### src/sfc_pkg.sv
package sfc_pkg;

   // Memory geometry; the array must hold at least 64 KiB and at most 16 MiB
   localparam int unsigned MEMORY_BYTES = 1048576;
   localparam int unsigned ADDR_W       = $clog2(MEMORY_BYTES);
   localparam int unsigned ECNT_W       = ADDR_W + 1;
   localparam int unsigned ASM_W        = 24;
   localparam int unsigned MIN_MEM_LOG  = 16;
   localparam int unsigned MOD_TOP      = ASM_W - MIN_MEM_LOG - 1;
   localparam int unsigned MOD_K_W      = $clog2(MOD_TOP + 1);
   localparam int unsigned MOD_W        = ASM_W + MOD_TOP + 1;
   localparam int unsigned CNT_W        = 3;
   localparam int unsigned QDEPTH       = 2;
   localparam int unsigned QPTR_W       = $clog2(QDEPTH);
   localparam int unsigned QCNT_W       = $clog2(QDEPTH + 1);

   // Opcodes
   localparam logic [7:0] OP_PROGRAM      = 8'h02;
   localparam logic [7:0] OP_READ         = 8'h03;
   localparam logic [7:0] OP_FAST_READ    = 8'h0B;
   localparam logic [7:0] OP_WREN         = 8'h06;
   localparam logic [7:0] OP_WRDI         = 8'h04;
   localparam logic [7:0] OP_ERASE_4K     = 8'h20;
   localparam logic [7:0] OP_ERASE_32K    = 8'h52;
   localparam logic [7:0] OP_ERASE_64K    = 8'hD8;
   localparam logic [7:0] OP_CHIP_ERASE_A = 8'h60;
   localparam logic [7:0] OP_CHIP_ERASE_B = 8'hC7;
   localparam logic [7:0] OP_RDSR1        = 8'h05;
   localparam logic [7:0] OP_RDSR2        = 8'h35;
   localparam logic [7:0] OP_JEDEC_ID     = 8'h9F;
   localparam logic [7:0] OP_DEVICE_ID    = 8'h90;

   // Identification and status bytes
   localparam logic [7:0] ID_MANUF   = 8'h1F;
   localparam logic [7:0] ID_TYPE    = 8'h85;
   localparam logic [7:0] ID_CAP     = 8'h01;
   localparam logic [7:0] ID_DEVICE  = 8'h13;
   localparam logic [7:0] SR_WEL     = 8'h02;
   localparam logic [7:0] BYTE_NONE  = 8'h00;
   localparam logic [7:0] BYTE_ERASED = 8'hFF;

   // Event kind on the request channel
   localparam logic EVT_RELEASE = 1'b1;

   typedef enum logic [1:0] {
      ERR_NONE,
      ERR_UNSUPPORTED,
      ERR_NO_WEL
   } err_type;

   typedef enum logic [1:0] {
      ITEM_RELEASE,
      ITEM_OPCODE,
      ITEM_DATA
   } item_kind_type;

   typedef struct packed {
      item_kind_type    kind;
      logic [7:0]       data;
      logic [CNT_W-1:0] index;
   } item_type;

   typedef struct packed {
      logic clearing;
   } back_status_type;

   typedef enum logic [2:0] {
      ST_IDLE,
      ST_MOD,
      ST_RD_ISSUE,
      ST_RD_WAIT,
      ST_ERASE
   } back_state_type;

endpackage

### src/sfc_front.sv
module sfc_front
   import sfc_pkg::*;
(
   input  logic            clock,
   input  logic            reset,
   input  logic            req_valid,
   output logic            req_ready,
   input  logic            req_event_kind,
   input  logic [7:0]      req_mosi_byte,
   input  back_status_type status,
   output logic            push_valid,
   input  logic            push_ready,
   output item_type        push_data
);

   logic [CNT_W-1:0] cnt_ff;
   logic [CNT_W-1:0] cnt_in;
   logic             accept;

   // Hold off new transactions while the array is being cleared after reset
   assign req_ready  = push_ready && !status.clearing;
   assign push_valid = req_valid && !status.clearing;
   assign accept     = req_valid && req_ready;

   // Classify the transaction by its place in the frame
   always_comb begin
      push_data.data  = req_mosi_byte;
      push_data.index = cnt_ff;
      if (req_event_kind == EVT_RELEASE) begin
         push_data.kind = ITEM_RELEASE;
      end else if (cnt_ff == '0) begin
         push_data.kind = ITEM_OPCODE;
      end else begin
         push_data.kind = ITEM_DATA;
      end
   end

   // Count bytes in the frame, saturating; drop back to zero on release
   always_comb begin
      cnt_in = cnt_ff;
      if (accept) begin
         if (req_event_kind == EVT_RELEASE) begin
            cnt_in = '0;
         end else if (cnt_ff != '1) begin
            cnt_in = cnt_ff + 1'b1;
         end
      end
   end

   always_ff @(posedge clock) begin
      if (reset) begin
         cnt_ff <= '0;
      end else begin
         cnt_ff <= cnt_in;
      end
   end

endmodule

### config.mk
export PLATFORM = sky130hd
export DESIGN_NAME = sfc_front
export DESIGN_NICKNAME = d
export VERILOG_FILES = /design/src/sfc_pkg.sv /design/src/sfc_front.sv
export SDC_FILE = /design/constraint.sdc
export NUM_CORES = 1
export LEC_CHECK = 0
export BUFFER_PORTS_ARGS = -buffer_cell sky130_fd_sc_hd__buf_2
export CAP_MARGIN = 10
export CORE_AREA = 2 2 39 41
export DETAILED_ROUTE_END_ITERATION = 10
export DIE_AREA = 0 0 41 43
export GPL_ROUTABILITY_DRIVEN = 0
export SETUP_SLACK_MARGIN = 0.2
export SLEW_MARGIN = 20
export SYNTH_ARGS = -nofsm -noshare
export SYNTH_HDL_FRONTEND = slang
export SYNTH_SLANG_ARGS = --single-unit
### constraint.sdc
create_clock -name clock -period 1.75 [get_ports clock]
set_input_delay 0.2625 -clock clock [delete_from_list [all_inputs] [get_ports clock]]
set_output_delay 0.2625 -clock clock [all_outputs]
set_load 0.005 [all_outputs]
==> metrics.txt <==
XOR/XNOR Fraction of Synth Area 0%; Simple-Gate Fraction of Synth Area 20.9%; HP Class in2reg; Critical Path End Type output port; final hold vios 0; num rows 14; met3 Use GR between 4 and 5%; Via-to-Cell Ratio between 4 and 5; met1 usage 8.95%; post-CTS sizing 0; Largest register FFs 3; critical path cell sequence inv_1 -> ha_1 -> nor3b_1 -> buf_2; number of I/O pins 29; post-synth net total 49; Initial Utilization 21.6%; Final nets just under 60; Setup Skew 4.41 ps; Finished Core Util 25.0%; CP max-delay cell dfxtp_1; share of layout cells above drive strength 1 52.5%; largest family of logic cells by synthesized area buffers and inverters; port bufs 12; Synth Cell Area between 200 and 300 sq um; met2 Resource Use GR 10.0%; top cell type's share of synthesized area 20.1%; RSZ-0062 raised after global routing false; crit start category flop; initial antenna violation count 0; synth warn 0; Synth Area in Compound Gates 20.1%; CTS max path bufs 2; slew margin rel. 81.8%; Total Routed Length 569 microns; DRC errors left 0; Power Dens Cells 658 nW/um^2; global-route wire length before repair 917 microns; Max-Cap Viols 0; Overflow after GRT 0; largest net degree at the start of global routing 7; Max VDD drop 291 uV; CP max stage delay 360 ps; Avg WL per Cell 10.2 microns; P&R area growth vs syn 15.5%; leakage 0.159 nW; cell count after synthesis 32; die area 1760 sq um; critical setup path kind reg2out; vias in the first global route 241; final setup fails 0; busiest grt layer met2; DRT Pass-1 Iters 1; Post-CTS Hold Buffers 0; ANT cells 0; max-slew violation count 0; post-route worst setup slack 347 ps; sequential-to-total area share from yosys stat 20.1%; post-layout minimum cycle time 1400 ps; Die Height 43 microns; DRT iter0 DRCs 0; Regs by FF count cnt_ff x3; outcome completed; clock slew at reported path FFs 40 ps; Clock Latency Late Sink 240 ps; Biggest register cnt_ff; fin crit share 80.2%; WP data arrival 1140 ps; Critical Path RT 1490 ps; Synth area leaders dfxtp_1 20%, buf_4 20%, ha_1 13%, a311o_2 7.5%, inv_1 6.3%; Post-Synth Adder-Cell Area 12.6%; CTS tree yes; total track usage 8.12%; biggest area consumer among synthesized cells dfxtp_1; post-CTS setup buffer count 0; CTS Sinks 3; multiplexer share of the synthesized area 0%; worst slack at placement 390 ps; Worst Tran Pin Value 270 ps; final setup TNS 0 ps; Synth Register Bits 3; CP max FO 4; final HPWL from detailed placement 446 microns; CTS Buf Count 3; Vias 240; Fmax ~700 MHz; htree depth 1; syn avg cell area just over 9 sq um; Post-DRT Antenna Nets 0; core box area between 1000 and 1500 sq um; fillers 171; Die W about 40 microns; r2r setup slk 390 ps; Yosys cell types 15; Root Buffer Master clkbuf_4
[through the flow]
stage          total power, mW  hold WS (ps)  std cells  cell area (sq um)
2_1_floorplan           0.0992           361         32                299
3_3_place_gp             0.100           525         52                319
3_5_place_dp             0.101           525         52                319
4_1_cts                  0.233           285         56                345
5_1_grt                  0.237           312         56                345
6_report                 0.227           289         56                345
[cell families (layout without fill, tap and decap cells)]
group | after synthesis | in the layout
flops | 3 | 3
buf+inv | 13 | 21
simple gates | 6 | 6
compound gates | 7 | 7
fa+ha+maj | 3 | 3
[per-layer routing]
layer | up-vias | wire length, microns
met5 | - | 0
met4 | 0 | 19
met3 | 2 | 46
met2 | 8 | 265
met1 | 109 | 238
li1 | 121 | -
[final timing paths]
kind / cells after the start / to / from
max: 4 / push_data[11] / cnt_ff[0]
min: 2 / cnt_ff[1] / req_event_kind
max reg2reg: 5 / cnt_ff[2] / cnt_ff[0]
min reg2reg: 2 / cnt_ff[0] / cnt_ff[0]
[layout make-up]
type | count | area [sq um] | area share (%)
Tap cell | 16 | 20.0 | 5.80
Multi-Input combinational cell | 16 | 160 | 46.4
Clock buffer | 4 | 26.3 | 7.61
Sequential cell | 3 | 60.1 | 17.4
Inverter | 5 | 18.8 | 5.43
Timing Repair Buffer | 12 | 60.1 | 17.4
[power breakdown]
| group | internal (mW) | leakage, nW | switching, mW |
|---|---|---|---|
| clock network | 0.0859 | 0.0150 | 0.0420 |
| registers | 0.0696 | 0.0242 | 0.000859 |
| logic | 0.0150 | 0.119 | 0.0138 |
| total | 0.170 | 0.159 | 0.0567 |
[layout by cell type (no fill, tap or decap)]
| cell type | synthesis | routed |
|---|---|---|
| a311o_1 | 1 | 1 |
| ha_1 | 3 | 3 |
| nor3b_1 | 1 | 1 |
| a311o_2 | 2 | 2 |
| dfxtp_1 | 3 | 3 |
| and2b_4 | 1 | 1 |
| or3_2 | 1 | 1 |
| clkbuf_1 | 0 | 1 |
| a21oi_1 | 1 | 1 |
| nor2b_1 | 1 | 1 |
| o41ai_1 | 2 | 2 |
| o21ai_1 | 1 | 1 |
| inv_1 | 5 | 5 |
| clkbuf_4 | 0 | 3 |
| nand2b_4 | 1 | 1 |
| nand3_4 | 1 | 1 |
| buf_2 | 0 | 12 |
[worst max-delay path: cells and delay by family (launching register included)]
family / cells / cell delay, ps
adders and majority gates: 1 / 200
buffers and inverters: 2 / 200
DFF: 1 / 360
and+or+nand+nor: 1 / 130
[cells in the mapped netlist]
| cell | n |
|---|---|
| buf_4 | 8 |
| nand3_4 | 1 |
| a21oi_1 | 1 |
| nand2b_4 | 1 |
| nor2b_1 | 1 |
| a311o_1 | 1 |
| inv_1 | 5 |
| or3_2 | 1 |
| nor3b_1 | 1 |
| dfxtp_1 | 3 |
| and2b_4 | 1 |
| o41ai_1 | 2 |
| o21ai_1 | 1 |
| ha_1 | 3 |
| a311o_2 | 2 |
No activity file was read; power rests on OpenSTA's default activity.
