## src/sfc_pkg.sv

```systemverilog
package sfc_pkg;

   // Memory geometry; the array must hold at least 64 KiB and at most 16 MiB
   localparam int unsigned MEMORY_BYTES = 1048576;
   localparam int unsigned ADDR_W       = $clog2(MEMORY_BYTES);
   localparam int unsigned ECNT_W       = ADDR_W + 1;
   localparam int unsigned ASM_W        = 24;
   localparam int unsigned MIN_MEM_LOG  = 16;
   localparam int unsigned MOD_TOP      = ASM_W - MIN_MEM_LOG - 1;
   localparam int unsigned MOD_K_W      = $clog2(MOD_TOP + 1);
   localparam int unsigned MOD_W        = ASM_W + MOD_TOP + 1;
   localparam int unsigned CNT_W        = 3;
   localparam int unsigned QDEPTH       = 2;
   localparam int unsigned QPTR_W       = $clog2(QDEPTH);
   localparam int unsigned QCNT_W       = $clog2(QDEPTH + 1);

   // Opcodes
   localparam logic [7:0] OP_PROGRAM      = 8'h02;
   localparam logic [7:0] OP_READ         = 8'h03;
   localparam logic [7:0] OP_FAST_READ    = 8'h0B;
   localparam logic [7:0] OP_WREN         = 8'h06;
   localparam logic [7:0] OP_WRDI         = 8'h04;
   localparam logic [7:0] OP_ERASE_4K     = 8'h20;
   localparam logic [7:0] OP_ERASE_32K    = 8'h52;
   localparam logic [7:0] OP_ERASE_64K    = 8'hD8;
   localparam logic [7:0] OP_CHIP_ERASE_A = 8'h60;
   localparam logic [7:0] OP_CHIP_ERASE_B = 8'hC7;
   localparam logic [7:0] OP_RDSR1        = 8'h05;
   localparam logic [7:0] OP_RDSR2        = 8'h35;
   localparam logic [7:0] OP_JEDEC_ID     = 8'h9F;
   localparam logic [7:0] OP_DEVICE_ID    = 8'h90;

   // Identification and status bytes
   localparam logic [7:0] ID_MANUF   = 8'h1F;
   localparam logic [7:0] ID_TYPE    = 8'h85;
   localparam logic [7:0] ID_CAP     = 8'h01;
   localparam logic [7:0] ID_DEVICE  = 8'h13;
   localparam logic [7:0] SR_WEL     = 8'h02;
   localparam logic [7:0] BYTE_NONE  = 8'h00;
   localparam logic [7:0] BYTE_ERASED = 8'hFF;

   // Event kind on the request channel
   localparam logic EVT_RELEASE = 1'b1;

   typedef enum logic [1:0] {
      ERR_NONE,
      ERR_UNSUPPORTED,
      ERR_NO_WEL
   } err_type;

   typedef enum logic [1:0] {
      ITEM_RELEASE,
      ITEM_OPCODE,
      ITEM_DATA
   } item_kind_type;

   typedef struct packed {
      item_kind_type    kind;
      logic [7:0]       data;
      logic [CNT_W-1:0] index;
   } item_type;

   typedef struct packed {
      logic clearing;
   } back_status_type;

   typedef enum logic [2:0] {
      ST_IDLE,
      ST_MOD,
      ST_RD_ISSUE,
      ST_RD_WAIT,
      ST_ERASE
   } back_state_type;

endpackage

```

## src/sfc_fifo.sv

```systemverilog
module sfc_fifo
   import sfc_pkg::*;
(
   input  logic     clock,
   input  logic     reset,
   input  logic     push_valid,
   output logic     push_ready,
   input  item_type push_data,
   output logic     pop_valid,
   input  logic     pop_ready,
   output item_type pop_data
);

   item_type          entry_ff [QDEPTH];
   logic [QPTR_W-1:0] wr_ptr_ff;
   logic [QPTR_W-1:0] rd_ptr_ff;
   logic [QCNT_W-1:0] count_ff;
   logic              push;
   logic              pop;

   assign push_ready = (count_ff != QCNT_W'(QDEPTH));
   assign pop_valid  = (count_ff != '0);
   assign pop_data   = entry_ff[rd_ptr_ff];
   assign push       = push_valid && push_ready;
   assign pop        = pop_valid && pop_ready;

   // Store pushed transactions
   always_ff @(posedge clock) begin
      if (push) begin
         entry_ff[wr_ptr_ff] <= push_data;
      end
   end

   // Advance pointers and occupancy
   always_ff @(posedge clock) begin
      if (reset) begin
         wr_ptr_ff <= '0;
         rd_ptr_ff <= '0;
         count_ff  <= '0;
      end else begin
         if (push) begin
            wr_ptr_ff <= wr_ptr_ff + 1'b1;
         end
         if (pop) begin
            rd_ptr_ff <= rd_ptr_ff + 1'b1;
         end
         if (push && !pop) begin
            count_ff <= count_ff + 1'b1;
         end else if (pop && !push) begin
            count_ff <= count_ff - 1'b1;
         end
      end
   end

endmodule

```

## config.mk

```make
export PLATFORM = sky130hd
export DESIGN_NAME = sfc_fifo
export DESIGN_NICKNAME = d
export VERILOG_FILES = /design/src/sfc_pkg.sv /design/src/sfc_fifo.sv
export SDC_FILE = /design/constraint.sdc
export NUM_CORES = 1
export LEC_CHECK = 0
export BUFFER_PORTS_ARGS = -buffer_cell sky130_fd_sc_hd__buf_2
export CORE_MARGIN = 1
export CORE_UTILIZATION = 45
export CTS_CLUSTER_DIAMETER = 30
export CTS_CLUSTER_SIZE = 10
export DETAILED_ROUTE_END_ITERATION = 12
export MAX_ROUTING_LAYER = met4
export PLACE_DENSITY = 0.75
export SLEW_MARGIN = 25
export SYNTH_ARGS = -nofsm -noshare
export SYNTH_HDL_FRONTEND = slang
export SYNTH_SLANG_ARGS = --single-unit
```

## constraint.sdc

```tcl
create_clock -name clock -period 1.8 [get_ports clock]
set_clock_uncertainty 0.05 [all_clocks]
set_input_delay 0.18 -clock clock [delete_from_list [all_inputs] [get_ports clock]]
set_output_delay 0.18 -clock clock [all_outputs]
set_load 0.01 [all_outputs]
```

==> results of run 1 <==
sequential cells by signal, summed over array words and instances (netlist names), named ones only:
| signal | flops |
|---|---|
| count_ff | 2 |
| wr_ptr_ff | 1 |
| entry_ff | 26 |
| rd_ptr_ff | 1 |
metrics by stage:
stage | area, um2 | utilization, % | power [mW] | std cells
after global routing | 1550 | 63.0 | 2.02 | 147
after CTS | 1550 | 62.9 | 1.93 | 147
after global placement | 1370 | 55.6 | 1.52 | 126
after floorplan | 1160 | - | 1.34 | 64
after detailed placement | 1370 | 55.6 | 1.54 | 126
final | 1550 | 63.0 | 1.92 | 147
per-layer routing:
metal	vias to the layer above	track usage, %	wire length, um
li1	347	-	-
met1	327	16.6	840
met3	3	9.57	140
met5	-	-	0
met2	27	27.2	929
met4	0	7.89	24
synth_stat cells (all sizes together):
cell type | count | area (um2)
edfxtp | 26 | 781
mux2 | 13 | 146
dfxtp | 5 | 100
nor2 | 3 | 11.3
xor2 | 3 | 26.3
a21oi | 2 | 10.0
o21ai | 2 | 10.0
a21bo | 1 | 10.0
and2 | 1 | 6.26
and3 | 1 | 6.26
buf | 1 | 5.00
ha | 1 | 12.5
inv | 1 | 3.75
nand2b | 1 | 13.8
nand3b | 1 | 7.51
or2 | 1 | 6.26
or3 | 1 | 6.26
repair_timing:
item	4_1_cts	5_1_grt
hold endpoints to repair	26	0
resized for setup	0	1
endpoints found under the setup margin	0	2
hold buffers	13	0
logic make-up (layout without fill, tap and decap cells):
group | count (synthesis) | count (layout) | share of synthesized area [%]
flip-flops | 31 | 31 | 75.8
multiplexers | 13 | 13 | 12.6
AND/OR/NAND/NOR | 9 | 9 | 4.95
AO/OA/AOI/OAI | 5 | 5 | 2.58
XOR/XNOR | 3 | 3 | 2.26
buffers and inverters | 2 | 55 | 0.753
adder cells (fa/ha/maj) | 1 | 1 | 1.08
report_power, final:
part / internal [mW] / total [mW] / switching (mW)
Clock: 0.152 / 0.372 / 0.220
Sequential: 0.907 / 0.970 / 0.0633
Combinational: 0.297 / 0.576 / 0.278
Total: 1.36 / 1.92 / 0.562
area by class of cell:
type | instances | area [um2]
Sequential cell | 31 | 882
Multi-Input combinational cell | 31 | 273
Inverter | 1 | 3.75
Fill cell | 196 | 908
Clock buffer | 7 | 45.0
Timing Repair Buffer | 46 | 300
Clock inverter | 1 | 5.00
Tap cell | 30 | 37.5
worst min path at each step:
| stage | from | end | slack (ps) | depth (start not counted) |
|---|---|---|---|---|
| 2_1_floorplan | reset | count_ff[1] | 200 | 1 |
| 4_1_cts | reset | wr_ptr_ff | 10 | 2 |
| 3_3_place_gp | push_data[9] | entry_ff[0][9] | 320 | 1 |
| 6_report | reset | flip-flop | 10 | 2 |
| 5_1_grt | reset | flip-flop | 0.3 | 2 |
| 3_5_place_dp | push_data[1] | entry_ff[1][1] | 330 | 1 |
==> run summary, run 1 <==
Die area - 2790 um2
First-pass GRT wire length - 3030 um
Port bufs - 31
Synthesized area - 1160 um2
Setup crit start - count_ff[1]
NumNets Final - 134
Number of synthesized register bits - 31
Worst-margin pin slew - 521 ps
Worst reg-to-reg setup slack - 100 ps
Post-synthesis sequential area ratio - 75.8%
Worst reg2reg path startpoint - count_ff[1]
Family with the most delay on the worst path - simple AND/OR/NAND/NOR gates
Core area - 2450 um2
Pre-antenna DRT Iters - 4
Setup TNS - 0 ps
CP endpoint - count_ff[1]
Detail Route Antenna Nets - 0
Synthesis Warnings - 0
Syn Inst Count - 64
H-tree depth - 2
FP Rows - 18
GR Util All Layers - 17.0%
Outcome - finished clean
Final Hold Vio Count - 0
CTS tree - built
PD cells - 1240 nW/um2
Longest Clk Path Bufs - 2
DIE WIDTH - 52.8 um
Vias in the first global route - 728
Unrepaired setup endpoints after global routing - false
Initial antenna violation count - 0
DP HPWL - 1290 um
Syn_area_per_cell - 18.2 um2
Fmax achieved - 0.590 GHz
Average wire per standard cell - 13.2 um
RR Endpoint - count_ff[1]
Routability-driven placement congestion ratio - 0.647
Most frequent cells in the layout - buf_2 (31), edfxtp_1 (26), mux2_2 (13), dlygate4sd3_1 (13), clkbuf_4 (5)
Fin crit period - 1700 ps
Pre-CTS setup slack - 129 ps
Num CTS Buffers - 5
Routed vias/inst - 4.79
Max Cap Violations - 0
Root buf cell - clkbuf_4
DRC errors left - 0
Worst IR drop on VDD - 0.834 mV
CP Cell Sequence - nand2b_4 -> and2_1 -> ha_1 -> or3_1 -> a21oi_1
Slowest stage delay, CP - 450 ps
Num ports - 32
P_leak - 0.612 nW
Routed wire length - 1940 um
Final worst-path cycle share - 94.2%
Slew margin rel. - 65.2%
Worst-path clk slew - 90 ps
Initial Utilization - 47.3%
Initial DRC count - 7
Synthesis-to-layout area growth - 33.0%
Clk sink count - 31
Worst path slowest cell - dfxtp_1
Worst path depth - 5
Setup-failing EPs final - 0
Fin Hold WS - 10.1 ps
Setup WS post-layout - 104 ps
Worst Hold Class - in -> reg
R2R depth - 5
Post-synthesis net count - 82
CP required - 2010 ps
# diodes - 0
GRT overflow - 0
Fraction of layout cells with a size suffix above 1 - 47.9%
Most common cell after layout, fill and taps aside - buf_2
Die Y - 52.8 um
WP buf/inv - 0
Critical-path maximum fanout - 5
Critical Path AT - 1900 ps
Pin count of the biggest net entering global routing - 14
Vias - 704
Max-slew violations - 0
CP Launch Type - flip-flop
Post-CTS setup buffer count - 0
Crit end category - flip-flop
CP Class - reg -> reg
Yosys cell types - 17
Clk Latency, worst-skew pair - 320 ps
Power figures use the tool's default switching activity.
==> inputs of run 2 (changes only) <==
--- a/config.mk
+++ b/config.mk
@@ -7,12 +7,12 @@
 export LEC_CHECK = 0
 export BUFFER_PORTS_ARGS = -buffer_cell sky130_fd_sc_hd__buf_2
 export CORE_MARGIN = 1
-export CORE_UTILIZATION = 45
+export CORE_UTILIZATION = 50
 export CTS_CLUSTER_DIAMETER = 30
 export CTS_CLUSTER_SIZE = 10
 export DETAILED_ROUTE_END_ITERATION = 12
 export MAX_ROUTING_LAYER = met4
-export PLACE_DENSITY = 0.75
+export PLACE_DENSITY = 0.82
 export SLEW_MARGIN = 25
 export SYNTH_ARGS = -nofsm -noshare
 export SYNTH_HDL_FRONTEND = slang
==> run 2 against run 1 <==
Against the previous run:
- die area fell by 9.6%
- global-route usage is 0.74 points lower
- sequential power about the same
- first-iteration DRC count is 43% lower
- register-to-register slack improved by 50 ps
- cell count decreased by 2.7%
- hold slack hardly changed
- cell area is 1.5% lower
- routed wire length fell by 9.4%
- critical path depth shrank 2
- worst setup slack improved by 12 ps
- largest power group unchanged
==> run summary, run 2 (synthesis gave the netlist of run 1 again) <==
Detail Route Antenna Nets - 0
Routed vias/inst - 4.80
Unrepaired setup endpoints after global routing - false
Max-slew violations - 0
Placed inst area - 1360 um2
Port bufs - 31
Slew margin rel. - 65.2%
DRC errors left - 0
Core area - 2190 um2
# diodes - 0
Worst reg-to-reg setup slack - 150 ps
CTS tree - built
DP HPWL - 1270 um
Non-filler cells, final - 143
Critical Path AT - 1450 ps
Clk sink count - 31
Pin count of the biggest net entering global routing - 14
Vias - 686
Worst reg2reg path startpoint - count_ff[0]
Die Y - 50.2 um
Worst Hold Class - in -> reg
Routability-driven placement congestion ratio - 0.623
Power Total - 1.88 mW
Fraction of layout cells with a size suffix above 1 - 47.8%
Longest Clk Path Bufs - 2
CP required - 1570 ps
Filler Cells Inserted - 169
Hold Path End - entry_ff[1][11]
Most frequent cells in the layout - buf_2 (31), edfxtp_1 (26), mux2_2 (13)
GR Util All Layers - 16.2%
NumNets Final - 132
Worst-margin pin slew - 521 ps
RR Endpoint - count_ff[1]
Vias in the first global route - 669
Outcome - finished clean
Clk Latency, worst-skew pair - 320 ps
CP Cell Sequence - buf_4 -> mux2_2 -> buf_2
Worst IR drop on VDD - 0.776 mV
Setup-failing EPs final - 0
Hold_sp - push_data[11]
Routed wire length - 1750 um
GRT overflow - 0
Root buf cell - clkbuf_4
Final Hold Vio Count - 0
CP Launch Type - flip-flop
Post-route cell area - 1520 um2
Most flops, register - entry_ff
Slowest stage delay, CP - 440 ps
Placed Cells - 124
Average wire per standard cell - 12.3 um
Initial DRC count - 4
Synthesis-to-layout area growth - 31.0%
Die area - 2520 um2
R2R depth - 5
First-pass GRT wire length - 2750 um
Fmax achieved - 0.594 GHz
Initial Utilization - 53.1%
Fin util - 69.5%
Num ports - 32
Worst-path clk slew - 80 ps
Crit end category - output pin
Max Cap Violations - 0
Fin crit period - 1680 ps
Critical-path maximum fanout - 9
Setup TNS - 0 ps
Pre-antenna DRT Iters - 3
Final worst-path cycle share - 93.5%
Most common cell after layout, fill and taps aside - buf_2
FF+latch area - 881 um2
Cts repair resizes - 0
Max reg flops - 26
CP Class - reg -> out
FP Rows - 17
DIE WIDTH - 50.2 um
Hold path depth - 1
P_leak - 0.604 nW
H-tree depth - 2
Num CTS Buffers - 5
Initial antenna violation count - 0
Multi-input gate area in the final layout - 273 um2
PD cells - 1230 nW/um2
Worst path slowest cell - dfxtp_1
Largest regs - entry_ff x26, count_ff x2
## run 2: power breakdown
part / internal (mW) / total [mW] / leakage [nW] / switching, mW
sequential: 0.905 / 0.967 / 0.284 / 0.0617
clock: 0.146 / 0.351 / 0.0297 / 0.205
combinational: 0.294 / 0.561 / 0.290 / 0.266
total: 1.35 / 1.88 / 0.604 / 0.532
## run 2: worst max path at each step
stage | to | slack (ps) | cells past startpoint
floorplan | count_ff[1] | 230 | 5
global placement | count_ff[1] | 230 | 5
detailed placement | count_ff[1] | 170 | 5
CTS | pop_data[4] | 90 | 3
global route | pop_data[4] | 20 | 3
finish | pop_data[4] | 120 | 3
## run 2: timing repair
item	4_1_cts	5_1_grt
endpoints found under the hold margin	21	0
buffers inserted	0	0
hold buffers	11	0
## run 2: area by class of cell
class                   instances  area share, %
flip-flops and latches         31           57.8
repair buffers                 44           18.4
multi-input cells              31           17.9
clock buffers                   6           2.71
well taps                      28           2.30
clock inverters                 2          0.575
inverters                       1          0.247
## run 2: layer usage
metal / up-vias / routed length, um / global-route usage [%]
met5: - / 0 / -
met4: 0 / 38 / 7.14
met3: 6 / 85 / 5.45
met2: 24 / 908 / 27.6
met1: 317 / 721 / 17.0
li1: 339 / - / -
## run 2: stage by stage
| stage | setup WS [ps] | hold slack (ps) |
|---|---|---|
| detailed placement | 170 | 322 |
| finish | 117 | 10.5 |
| CTS | 86.0 | 3.43 |
| floorplan | 233 | 199 |
| global route | 16.3 | 5.16 |
| global placement | 233 | 318 |
## run 2: worst max-delay path: cells and delay by family (launching register included)
kind | cells | cell delay, ps
muxes | 1 | 340
DFF | 1 | 440
buffers and inverters | 2 | 360
